--- src/design/flsa_pkg.sv ---
`default_nettype none

package flsa_pkg;

   // default pool geometry
   localparam int FLSA_SLOTS      = 16;
   localparam int FLSA_SLOT_BYTES = 32;

   // fixed field widths
   localparam int ADDR_W       = 64;
   localparam int STATUS_W     = 2;
   localparam int SLOT_INDEX_W = 4;
   localparam int RSP_DATA_W   = 72;

   // request kind carried on tuser
   typedef enum logic {
      CMD_ALLOC = 1'b0,
      CMD_FREE  = 1'b1
   } cmd_type;

   // result status codes
   typedef enum logic [STATUS_W-1:0] {
      ST_OK      = 2'd0,
      ST_EMPTY   = 2'd1,
      ST_ILLEGAL = 2'd2,
      ST_DOUBLE  = 2'd3
   } status_type;

endpackage

`default_nettype wire

--- src/design/flsa_ram.sv ---
`default_nettype none

module flsa_ram #(
   parameter int WIDTH = 8,
   parameter int DEPTH = 16
) (
   input  wire logic                     clock,
   input  wire logic                     wr_en,
   input  wire logic [$clog2(DEPTH)-1:0] wr_addr,
   input  wire logic [WIDTH-1:0]         wr_data,
   input  wire logic                     rd_en,
   input  wire logic [$clog2(DEPTH)-1:0] rd_addr,
   output logic      [WIDTH-1:0]         rd_data
);

   logic [WIDTH-1:0] mem_ff [DEPTH];
   logic [WIDTH-1:0] rd_data_ff;

   // one write port, one registered read port
   always_ff @(posedge clock) begin
      if (wr_en) begin
         mem_ff[wr_addr] <= wr_data;
      end
      if (rd_en) begin
         rd_data_ff <= mem_ff[rd_addr];
      end
   end

   assign rd_data = rd_data_ff;

endmodule

`default_nettype wire

--- src/design/flsa_addr_dec.sv ---
`default_nettype none

module flsa_addr_dec
   import flsa_pkg::*;
#(
   parameter int SLOTS      = FLSA_SLOTS,
   parameter int SLOT_BYTES = FLSA_SLOT_BYTES
) (
   input  wire logic [ADDR_W-1:0]        offset,
   input  wire logic                     below_base,
   output logic                          legal,
   output logic      [$clog2(SLOTS)-1:0] slot_idx
);

   localparam int IDX_W = $clog2(SLOTS);
   localparam longint unsigned TOTAL = 64'(SLOTS) * 64'(SLOT_BYTES);
   localparam int OFF_W = $clog2(TOTAL);
   localparam int DIV_W = $clog2(SLOT_BYTES);
   // reciprocal precision: enough guard bits that the quotient is exact and
   // the low product bits tell a zero remainder apart from any other
   localparam int SH    = OFF_W + DIV_W + 2;
   localparam int M_W   = SH - DIV_W + 2;
   localparam int PROD_W = OFF_W + M_W;
   localparam int LOW_W = SH + 2;
   localparam longint unsigned RECIP =
      ((64'd1 << SH) + 64'(SLOT_BYTES) - 64'd1) / 64'(SLOT_BYTES);

   logic [PROD_W-1:0] prod;
   logic              in_range;
   logic              exact;

   // offset times reciprocal gives quotient in the high bits
   assign prod     = PROD_W'(offset[OFF_W-1:0]) * PROD_W'(RECIP);
   assign slot_idx = IDX_W'(prod[PROD_W-1:SH]);

   // remainder is zero exactly when the fraction bits stay under the reciprocal
   assign exact    = LOW_W'(prod[SH-1:0]) < LOW_W'(RECIP);
   assign in_range = offset < ADDR_W'(TOTAL);
   assign legal    = !below_base && in_range && exact;

endmodule

`default_nettype wire

--- src/design/free_list_slot_allocator.sv ---
// channel  | dir | handshake            | payload
// req      | in  | req_tvalid/tready    | tuser: cmd, tdata: free_addr
// rsp      | out | rsp_tvalid/tready    | tdata: status, slot_index, slot_addr
// csr      | in  | csr_wr_en            | csr_wr_data: pool_base
//
// a successful allocate holds off the next item while the link of the new head
// slot is read from the link RAM after the pop; a free request or an allocate
// that finds the pool empty holds off nothing
// requests pass an input register, combinational logic and a result register
// reset is synchronous and needs no clearing pass: slots never handed out are
// tracked by a fresh-slot counter, so the link RAM needs no initial contents
// a stalled result holds in its register while the next item is taken in
`default_nettype none

module free_list_slot_allocator
   import flsa_pkg::*;
#(
   parameter int SLOTS      = FLSA_SLOTS,
   parameter int SLOT_BYTES = FLSA_SLOT_BYTES
) (
   input  wire logic                  clock,
   input  wire logic                  reset,
   // configuration
   input  wire logic                  csr_wr_en,
   input  wire logic [ADDR_W-1:0]     csr_wr_data,    // pool_base
   // request channel
   input  wire logic                  req_tvalid,
   output logic                       req_tready,
   input  wire logic [0:0]            req_tuser,      // [0] cmd
   input  wire logic [ADDR_W-1:0]     req_tdata,      // [63:0] free_addr
   // result channel
   output logic                       rsp_tvalid,
   input  wire logic                  rsp_tready,
   output logic      [RSP_DATA_W-1:0] rsp_tdata       // [1:0] status, [5:2] slot_index,
                                                      // [69:6] slot_addr, [71:70] zero
);

   localparam int IDX_W  = $clog2(SLOTS);
   localparam int LINK_W = $clog2(SLOTS + 1);
   localparam longint unsigned TOTAL = 64'(SLOTS) * 64'(SLOT_BYTES);
   localparam int OFF_W  = $clog2(TOTAL);
   localparam logic [LINK_W-1:0] NULL_LINK = LINK_W'(SLOTS);

   // configuration register
   logic [ADDR_W-1:0] base_ff;

   // input register
   logic              in_vld_ff, in_vld_in;
   cmd_type           in_cmd_ff;
   logic [ADDR_W-1:0] in_off_ff;
   logic              in_below_ff;
   logic [ADDR_W:0]   sub_full;

   // free-list state
   logic [LINK_W-1:0] head_ff, head_in;
   logic [LINK_W-1:0] hnext_ff, hnext_in;
   logic [LINK_W-1:0] fresh_ff, fresh_in;
   logic [SLOTS-1:0]  mark_ff, mark_in;
   logic              refill_ff, refill_in;
   logic              use_ram_ff, use_ram_in;

   // result register
   logic                  rsp_vld_ff, rsp_vld_in;
   logic [RSP_DATA_W-1:0] rsp_data_ff, rsp_data_in;

   // processing stage
   logic              advance;
   logic              head_empty;
   logic [IDX_W-1:0]  head_idx;
   logic [OFF_W-1:0]  alloc_off;
   logic              dec_legal;
   logic [IDX_W-1:0]  dec_idx;
   status_type        res_status;
   logic [IDX_W-1:0]  res_idx;
   logic [ADDR_W-1:0] res_addr;
   logic              alloc_ok;
   logic              free_ok;
   logic              alloc_fire;
   logic              free_fire;
   logic [LINK_W-1:0] ram_rd_data;

   // handshakes
   assign advance    = in_vld_ff && !refill_ff && (!rsp_vld_ff || rsp_tready);
   assign req_tready = !in_vld_ff || advance;
   assign rsp_tvalid = rsp_vld_ff;
   assign rsp_tdata  = rsp_data_ff;

   // offset from pool base, formed as the item enters
   assign sub_full = {1'b0, req_tdata} - {1'b0, base_ff};

   flsa_addr_dec #(
      .SLOTS      (SLOTS),
      .SLOT_BYTES (SLOT_BYTES)
   ) u_addr_dec (
      .offset     (in_off_ff),
      .below_base (in_below_ff),
      .legal      (dec_legal),
      .slot_idx   (dec_idx)
   );

   // link RAM: written on free, read for the next link after a pop
   flsa_ram #(
      .WIDTH (LINK_W),
      .DEPTH (SLOTS)
   ) u_link_ram (
      .clock   (clock),
      .wr_en   (free_fire),
      .wr_addr (dec_idx),
      .wr_data (head_ff),
      .rd_en   (alloc_fire),
      .rd_addr (hnext_ff[IDX_W-1:0]),
      .rd_data (ram_rd_data)
   );

   // request decode and result
   assign head_empty = head_ff == NULL_LINK;
   assign head_idx   = head_ff[IDX_W-1:0];
   assign alloc_off  = OFF_W'(head_idx) * OFF_W'(SLOT_BYTES);

   always_comb begin
      res_status = ST_OK;
      res_idx    = '0;
      res_addr   = '0;
      alloc_ok   = 1'b0;
      free_ok    = 1'b0;
      if (in_cmd_ff == CMD_ALLOC) begin
         if (head_empty) begin
            res_status = ST_EMPTY;
         end else begin
            alloc_ok = 1'b1;
            res_idx  = head_idx;
            res_addr = base_ff + ADDR_W'(alloc_off);
         end
      end else if (!dec_legal) begin
         res_status = ST_ILLEGAL;
      end else if (mark_ff[dec_idx]) begin
         res_status = ST_DOUBLE;
      end else begin
         free_ok = 1'b1;
         res_idx = dec_idx;
      end
   end

   assign alloc_fire = advance && alloc_ok;
   assign free_fire  = advance && free_ok;

   // next state of the free list
   always_comb begin
      head_in    = head_ff;
      hnext_in   = hnext_ff;
      fresh_in   = fresh_ff;
      mark_in    = mark_ff;
      refill_in  = 1'b0;
      use_ram_in = use_ram_ff;
      if (refill_ff) begin
         hnext_in = use_ram_ff ? ram_rd_data : LINK_W'(head_ff + 1'b1);
      end
      if (alloc_fire) begin
         head_in           = hnext_ff;
         mark_in[head_idx] = 1'b0;
         if (head_ff == fresh_ff) begin
            fresh_in = LINK_W'(fresh_ff + 1'b1);
         end
         refill_in  = 1'b1;
         use_ram_in = hnext_ff < fresh_in;
      end
      if (free_fire) begin
         head_in          = LINK_W'(dec_idx);
         hnext_in         = head_ff;
         mark_in[dec_idx] = 1'b1;
      end
   end

   // next state of the input and result registers
   always_comb begin
      in_vld_in = in_vld_ff;
      if (req_tready) begin
         in_vld_in = req_tvalid;
      end
      rsp_vld_in  = rsp_vld_ff;
      rsp_data_in = rsp_data_ff;
      if (advance) begin
         rsp_vld_in  = 1'b1;
         rsp_data_in = {2'b00, res_addr, SLOT_INDEX_W'(res_idx), res_status};
      end else if (rsp_tready) begin
         rsp_vld_in = 1'b0;
      end
   end

   // control registers
   always_ff @(posedge clock) begin
      if (reset) begin
         base_ff    <= '0;
         in_vld_ff  <= 1'b0;
         rsp_vld_ff <= 1'b0;
         head_ff    <= '0;
         hnext_ff   <= LINK_W'(1);
         fresh_ff   <= '0;
         mark_ff    <= '1;
         refill_ff  <= 1'b0;
         use_ram_ff <= 1'b0;
      end else begin
         if (csr_wr_en) begin
            base_ff <= csr_wr_data;
         end
         in_vld_ff  <= in_vld_in;
         rsp_vld_ff <= rsp_vld_in;
         head_ff    <= head_in;
         hnext_ff   <= hnext_in;
         fresh_ff   <= fresh_in;
         mark_ff    <= mark_in;
         refill_ff  <= refill_in;
         use_ram_ff <= use_ram_in;
      end
   end

   // payload registers
   always_ff @(posedge clock) begin
      if (req_tready && req_tvalid) begin
         in_cmd_ff   <= cmd_type'(req_tuser[0]);
         in_off_ff   <= sub_full[ADDR_W-1:0];
         in_below_ff <= sub_full[ADDR_W];
      end
      rsp_data_ff <= rsp_data_in;
   end

   // the link fetch after a pop ends before another fetch can start
   a_refill_single: assert property (@(posedge clock) disable iff (reset)
      refill_ff |=> !refill_ff)
      else $error("link refill lasted more than one cycle");

   // no item is processed while the head link is being fetched
   a_no_advance_in_refill: assert property (@(posedge clock) disable iff (reset)
      refill_ff |-> !advance)
      else $error("item processed during link refill");

   // head and fresh counter stay within the pool or at the null link
   a_head_range: assert property (@(posedge clock) disable iff (reset)
      (head_ff <= NULL_LINK) && (fresh_ff <= NULL_LINK))
      else $error("free-list pointer out of range");

   // a successful pop clears the slot's free mark
   a_alloc_clears_mark: assert property (@(posedge clock) disable iff (reset)
      alloc_fire |=> !mark_ff[$past(head_idx)])
      else $error("allocated slot still marked free");

endmodule

`default_nettype wire
--- config.mk ---
export PLATFORM = sky130hd
export DESIGN_NAME = free_list_slot_allocator
export DESIGN_NICKNAME = d
export VERILOG_FILES = /design/src/design/flsa_pkg.sv /design/src/design/flsa_ram.sv /design/src/design/flsa_addr_dec.sv /design/src/design/free_list_slot_allocator.sv
export SDC_FILE = /design/constraint.sdc
export NUM_CORES = 1
export LEC_CHECK = 0
export BUFFER_PORTS_ARGS = -buffer_cell sky130_fd_sc_hd__buf_2
export CAP_MARGIN = 20
export CORE_ASPECT_RATIO = 0.5
export CORE_UTILIZATION = 50
export DETAILED_ROUTE_END_ITERATION = 16
export GPL_TIMING_DRIVEN = 0
export HOLD_SLACK_MARGIN = 0.05
export PLACE_DENSITY_LB_ADDON = 0.3
export SYNTH_ARGS = -nofsm -noshare
export SYNTH_HDL_FRONTEND = slang
export SYNTH_SLANG_ARGS = --single-unit
--- constraint.sdc ---
create_clock -name clock -period 5.1 [get_ports clock]
set_clock_uncertainty 0.05 [all_clocks]
set_input_delay 0 -clock clock [delete_from_list [all_inputs] [get_ports clock]]
set_output_delay 0 -clock clock [all_outputs]
set_load 0.01 [all_outputs]
==> results.json, run 1 <==
{
  "rr_startpoint": "head_ff[1]",
  "grt_pass1_vias": 13000,
  "synthTopCellsByArea": "edfxtp_1, dfxtp_1, ha_1",
  "first_pass_iters": 7,
  "core_um2": 33100,
  "fmax_mhz": 211,
  "wl_per_cell_um": 18.2,
  "setup_viol": 0,
  "max_stage_delay_ps": 980,
  "ant_nets": 0,
  "cp_max_fo": 24,
  "dp_slack_ps": 442,
  "netlist_area_um2": 16800,
  "crit_family": "simple AND/OR/NAND/NOR gates",
  "ys_ff_latch": 320,
  "syn_area_per_cell_um2": 10.7,
  "post-route-min-period_ps": 4730,
  "tightest_slew_ps": 1170,
  "worst_skew_pair.late_latency_ps": 580,
  "dp_hpwl_mm": 30.8,
  "setup_tns_ps": 0,
  "async_flop_share": 0,
  "io_pins": 208,
  "place_congestion": 0.904,
  "ir_drop_v": 0.000261,
  "synthDistinctLibCells": 69,
  "via_count": 13400,
  "p_leak_nw": 7.90,
  "cts-htree-levels": 1,
  "clock-sinks": 320,
  "crit_chain": "inv_1, fa_1, nor2b_1, o21ai_0, a211o_1, nor3_2, and3_1, nand3_1, nor4_1, xnor2_1, nor2_1",
  "hold_end": "in_off_ff[10]",
  "critPathCaptureType": "register",
  "min_from": "req_tdata[9]",
  "via_per_inst": 5.56,
  "root_buffer": "clkbuf_16",
  "grt_overflow": 0,
  "start_util": 0.509,
  "yosysTopAreaCell": "edfxtp_1",
  "cts_max_path_buffers": 3,
  "cp_slowest_cell": "dfxtp_1",
  "fp.dieW_um": 262,
  "drt-total-wl_mm": 43.8,
  "total_power_mw": 6.33,
  "grt_pass1_wl_mm": 68.9,
  "hold_depth": 6,
  "n_fill_cell": 2650,
  "drive_gt1_frac": 0.153,
  "synth_edf_count": 221,
  "grt_max_degree": 67,
  "synthFlopType": "edfxtp_1",
  "nets": 2155,
  "die-area_um2": 34500,
  "rows": 47,
  "cp-start-kind": "register",
  "worstSetupPathType": "register to register",
  "crit_buf_inv": 1,
  "crit_required_ps": 5350,
  "port_buffers": 203,
  "hold_viol_final": 0,
  "synth_cells": 1581,
  "dieHeight_um": 132,
  "slew_violations": 0,
  "antenna_found_initial": 2,
  "drt-initial-drc-count": 1066,
  "reg2reg_to": "rsp_tdata[69]",
  "seq_area_frac_synth": 0.512,
  "p_per_area_nw_per_um2": 306,
  "hold_path_class": "input pin to register",
  "drc_errors": 0,
  "setup_ws_ps": 368,
  "relSlewSlack": 0.221,
  "cts_buffers": 30,
  "drv_cap": 0,
  "rsz0062_at_grt": "false",
  "cts.clk_slew.worst_paths_ps": 70,
  "yosys_warnings": 0,
  "area_delta_synth_final_pct": 22.8,
  "finalCritPeriodShare": 0.928,
  "rr_worst_depth": 11,
  "critPathArrivalTime_ps": 4990,
  "status": "finished clean",
  "track_usage": 0.254,
  "yosys.area.top_type_share": 0.394,
  "rrSetupSlack_ps": 370,
  "cts_tree": "yes"
}
flip-flops by register name, summed over array words and instances (netlist names):
| signal | count |
|---|---|
| u_link_ram.rd_data | 5 |
| u_link_ram.mem_ff | 80 |
| head_ff | 5 |
| rsp_tvalid | 1 |
| hnext_ff | 5 |
| in_cmd_ff | 1 |
| refill_ff | 1 |
| mark_ff | 16 |
| in_off_ff | 64 |
| fresh_ff | 5 |
| in_below_ff | 1 |
| in_vld_ff | 1 |
| base_ff | 64 |
| use_ram_ff | 1 |
| rsp_tdata | 70 |
placed cells by master, fill, tap and decap left out, drive strengths merged, types with 4 or more instances in the layout:
cell / synthesis / routed
edfxtp: 221 / 221
buf: 12 / 216
nor2: 199 / 199
dlygate4sd3: 0 / 123
nand2: 106 / 106
a21oi: 104 / 104
dfxtp: 99 / 99
inv: 92 / 94
clkbuf: 55 / 94
xnor2: 91 / 91
o21ai: 78 / 78
ha: 77 / 77
mux2i: 66 / 66
nor3: 34 / 34
nand3: 31 / 31
mux4: 30 / 30
xor2: 29 / 29
nand4: 27 / 27
a21o: 26 / 26
nor4: 23 / 23
o21bai: 15 / 15
nand2b: 14 / 14
or3: 13 / 13
nor2b: 13 / 13
a211o: 12 / 12
and3: 11 / 11
and2: 11 / 11
clkinv: 0 / 11
o21a: 7 / 7
a211oi: 7 / 7
a31oi: 6 / 6
a22oi: 6 / 6
o22ai: 6 / 6
a21boi: 6 / 6
o211ai: 5 / 5
o31ai: 5 / 5
or2: 4 / 4
what timing repair did:
| action | 4_1_cts | 5_1_grt |
|---|---|---|
| resized for setup | 0 | 0 |
| buffers inserted | 0 | 0 |
| endpoints found under the setup margin | 0 | 0 |
| hold buffers | 123 | 0 |
| endpoints found under the hold margin | 115 | 0 |
power breakdown:
part	total (mW)	leakage, nW	switching, mW	internal (mW)
logic	1.03	4.46	0.589	0.444
registers	3.02	2.96	0.0736	2.95
clock network	2.28	0.483	1.00	1.27
worst reg2reg max path, stage by stage (launching register included):
cell	delay [ps]
dfxtp_1	980
inv_1	320
fa_1	490
nor2b_1	150
o21ai_0	140
a211o_1	470
nor3_2	480
and3_1	290
nand3_1	330
nor4_1	480
xnor2_1	190
nor2_1	70
cell type report:
type                            count  area (µm²)  area share
Multi-Input combinational cell   1103        7620       0.368
Clock buffer                       39         805      0.0389
Tap cell                          441         552      0.0267
Sequential cell                   320        8620       0.417
Clock inverter                     17         185     0.00895
Inverter                           92         348      0.0168
Buffer                             67         273      0.0132
Antenna cell                        3        7.51    0.000363
Timing Repair Buffer              328        2280       0.110
worst max path at each step:
stage          startpoint                      end  slack (ps)  cells after the start
2_1_floorplan   refill_ff  u_link_ram.mem_ff[1][0]        1280                      9
3_5_place_dp   head_ff[1]            rsp_tdata[59]         440                     12
4_1_cts        head_ff[1]            rsp_tdata[59]         410                     12
5_1_grt        head_ff[1]            rsp_tdata[69]         110                     11
3_3_place_gp    refill_ff              fresh_ff[2]          70                     10
6_report       head_ff[1]            rsp_tdata[69]         370                     11
metrics by stage:
stage | instances | utilization | hold slack (ps) | cell area [µm²]
2_1_floorplan | 1582 | - | 48.9 | 16900
3_3_place_gp | 2226 | 0.556 | 128 | 18400
3_5_place_dp | 2227 | 0.557 | 140 | 18400
4_1_cts | 2406 | 0.624 | 57.6 | 20700
5_1_grt | 2409 | 0.625 | 73.7 | 20700
6_report | 2410 | 0.625 | 81.7 | 20700
cell usage after synthesis (14+ instances only):
cell / instances
xor2_1: 29
o21bai_1: 15
a21o_1: 26
nand2b_1: 14
mux4_2: 30
nor2_1: 195
nor4_1: 23
mux2i_1: 66
ha_1: 77
xnor2_1: 91
o21ai_0: 75
nand2_1: 106
nand3_1: 31
dfxtp_1: 99
nand4_1: 27
nor3_1: 33
inv_1: 92
edfxtp_1: 221
a21oi_1: 104
clkbuf_1: 55
cells by family (layout without fill, tap and decap cells):
logic type                 count (synthesis)  count (layout)  synth area share
and+or+nand+nor                          498             498             0.138
DFF                                      320             320             0.512
AOI/OAI and AO/OA                        308             308             0.113
buffers and inverters                    159             543            0.0367
xor gates and xnor gates                 120             120            0.0624
muxes                                     96              96            0.0793
adders and majority gates                 79              79            0.0596
other                                      1               5          0.000223
metal layers:
layer  track usage  routed length [µm]  part of all wire  up-vias
li1              -                   -                 -     6458
met3        0.0340                2400             0.055      104
met4        0.0837                1490             0.034        0
met2         0.407               20300              0.46      453
met5             0                   0                 0        -
met1         0.357               19600              0.45     6386
Power figures use the tool's default switching activity.
==> run 2, diff against run 1 <==
Settings changed: REMOVE_ABC_BUFFERS set to 1.
==> run 2 against run 1 <==
Compared with the run above:
- worst setup slack lost 17 ps
- first-iteration DRC count shrank 0.56%
- sequential power is essentially flat
- die area is the same
- via count grew 0.40%
==> results.json, run 2 (synthesis results as in run 1) <==
{
  "status": "finished clean",
  "final_cell_mix": "edfxtp_1, buf_2, dlygate4sd3_1",
  "dp_slack_ps": 500,
  "dieHeight_um": 132,
  "p_per_area_nw_per_um2": 292,
  "track_usage": 0.252,
  "cts-htree-levels": 1,
  "rrSetupSlack_ps": 350,
  "drt-total-wl_mm": 43.4,
  "ir_drop_v": 0.000209,
  "cp_slowest_cell": "dfxtp_1",
  "rsz0062_at_grt": "false",
  "cts_setup_buffers": 0,
  "cp-start-kind": "register",
  "worst_skew_pair.late_latency_ps": 580,
  "setup_ws_ps": 351,
  "die-area_um2": 34500,
  "io_pins": 208,
  "hold_ws_ps": 76.6,
  "dp_cells": 2165,
  "place_congestion": 0.909,
  "rows": 47,
  "core_um2": 33100,
  "drt-initial-drc-count": 1060,
  "crit_chain": "ha_1, a21o_1, a21o_1, a21oi_1, nor3_1, nand2b_1, nor4_1, nand4_1, nor3_1, xnor2_1, nor2_1",
  "dpl-instance-area_um2": 18300,
  "fmax_mhz": 211,
  "via_per_inst": 5.56,
  "clock-sinks": 320,
  "crit_required_ps": 5350,
  "antenna_found_initial": 1,
  "cp_max_fo": 25,
  "critPathArrivalTime_ps": 5000,
  "area_delta_synth_final_pct": 25.5,
  "drive_gt1_frac": 0.152,
  "layout_commonest_cell": "edfxtp_1",
  "finalCritPeriodShare": 0.931,
  "hold_path_class": "input pin to register",
  "tightest_slew_ps": 1040,
  "ant_nets": 0,
  "reg2reg_to": "rsp_tdata[68]",
  "cts_max_path_buffers": 3,
  "p_leak_nw": 8.15,
  "cts_buffers": 29,
  "fp.dieW_um": 262,
  "setup_viol": 0,
  "drc_errors": 0,
  "port_buffers": 205,
  "critPathCaptureType": "register",
  "finalNonFillerCells": 2419,
  "hold_viol_final": 0,
  "grt_max_degree": 67,
  "nets": 2167,
  "cts_tree": "yes",
  "max_stage_delay_ps": 990,
  "post-route-min-period_ps": 4750,
  "relSlewSlack": 0.306,
  "first_pass_iters": 5,
  "dp_hpwl_mm": 29.1,
  "regMostFlops": "u_link_ram.mem_ff",
  "rr_worst_depth": 11,
  "wl_per_cell_um": 18.0,
  "endpoint": "rsp_tdata[68]",
  "worstSetupPathType": "register to register",
  "largest_register_ffs": 80,
  "drv_cap": 0,
  "grt_overflow": 0,
  "cts_resized": 0,
  "n_fill_cell": 2542,
  "slew_violations": 0,
  "cts.clk_slew.worst_paths_ps": 70,
  "rr_startpoint": "head_ff[0]",
  "via_count": 13500,
  "fin_area_um2": 21100,
  "setup_tns_ps": 0,
  "root_buffer": "clkbuf_16",
  "start_util": 0.509,
  "grt_pass1_vias": 13200,
  "grt_pass1_wl_mm": 69.4,
  "cts-hold-fix-buffers": 197,
  "cp-startpoint": "head_ff[0]"
}
[run 2: final cells by class]
| type | count | area (µm²) | area share |
|---|---|---|---|
| clock buffer | 37 | 766 | 0.0362 |
| clock inverter | 17 | 104 | 0.00491 |
| sequential | 320 | 8620 | 0.408 |
| tap | 441 | 552 | 0.0261 |
| multi-input combinational | 1103 | 7630 | 0.361 |
| inverter | 92 | 348 | 0.0165 |
| timing repair buffer | 408 | 3130 | 0.148 |
| antenna | 1 | 2.50 | 0.000118 |
[run 2: per-stage QoR]
step           total power, mW  utilization
2_1_floorplan             3.68            -
3_5_place_dp              3.99        0.552
3_3_place_gp              3.97        0.548
5_1_grt                   6.42        0.639
4_1_cts                   6.17        0.637
6_report                  6.17        0.639
[run 2: worst min path at each step]
| stage | from | to | slack, ps | depth (start not counted) |
|---|---|---|---|---|
| after floorplan | reset | fresh_ff[3] | 20 | 1 |
| after global placement | req_tuser | in_cmd_ff | 130 | 1 |
| after detailed placement | req_tuser | in_cmd_ff | 130 | 1 |
| after CTS | req_tdata[58] | in_off_ff[58] | 60 | 3 |
| after global routing | req_tdata[32] | in_off_ff[32] | 90 | 3 |
| final | req_tdata[62] | in_below_ff | 80 | 4 |
[run 2: power breakdown]
part	internal, mW	total [mW]	switching [mW]
Clock	1.07	2.07	0.996
Sequential	2.95	3.03	0.0842
Combinational	0.491	1.07	0.582
[run 2: critical path: cells and delay by family, from the launching register on]
family	cells	cell delay [ps]
and+or+nand+nor	6	2480
adders and majority gates	1	320
DFF	1	990
AOI/OAI and AO/OA	3	450
xor gates and xnor gates	1	170
[run 2: metal layers]
layer / vias to the layer above / share of wire / global-route usage
li1: 6486 / - / -
met1: 6494 / 0.44 / 0.346
met3: 83 / 0.051 / 0.0388
met4: 0 / 0.024 / 0.0620
met2: 392 / 0.48 / 0.419
met5: - / 0 / 0
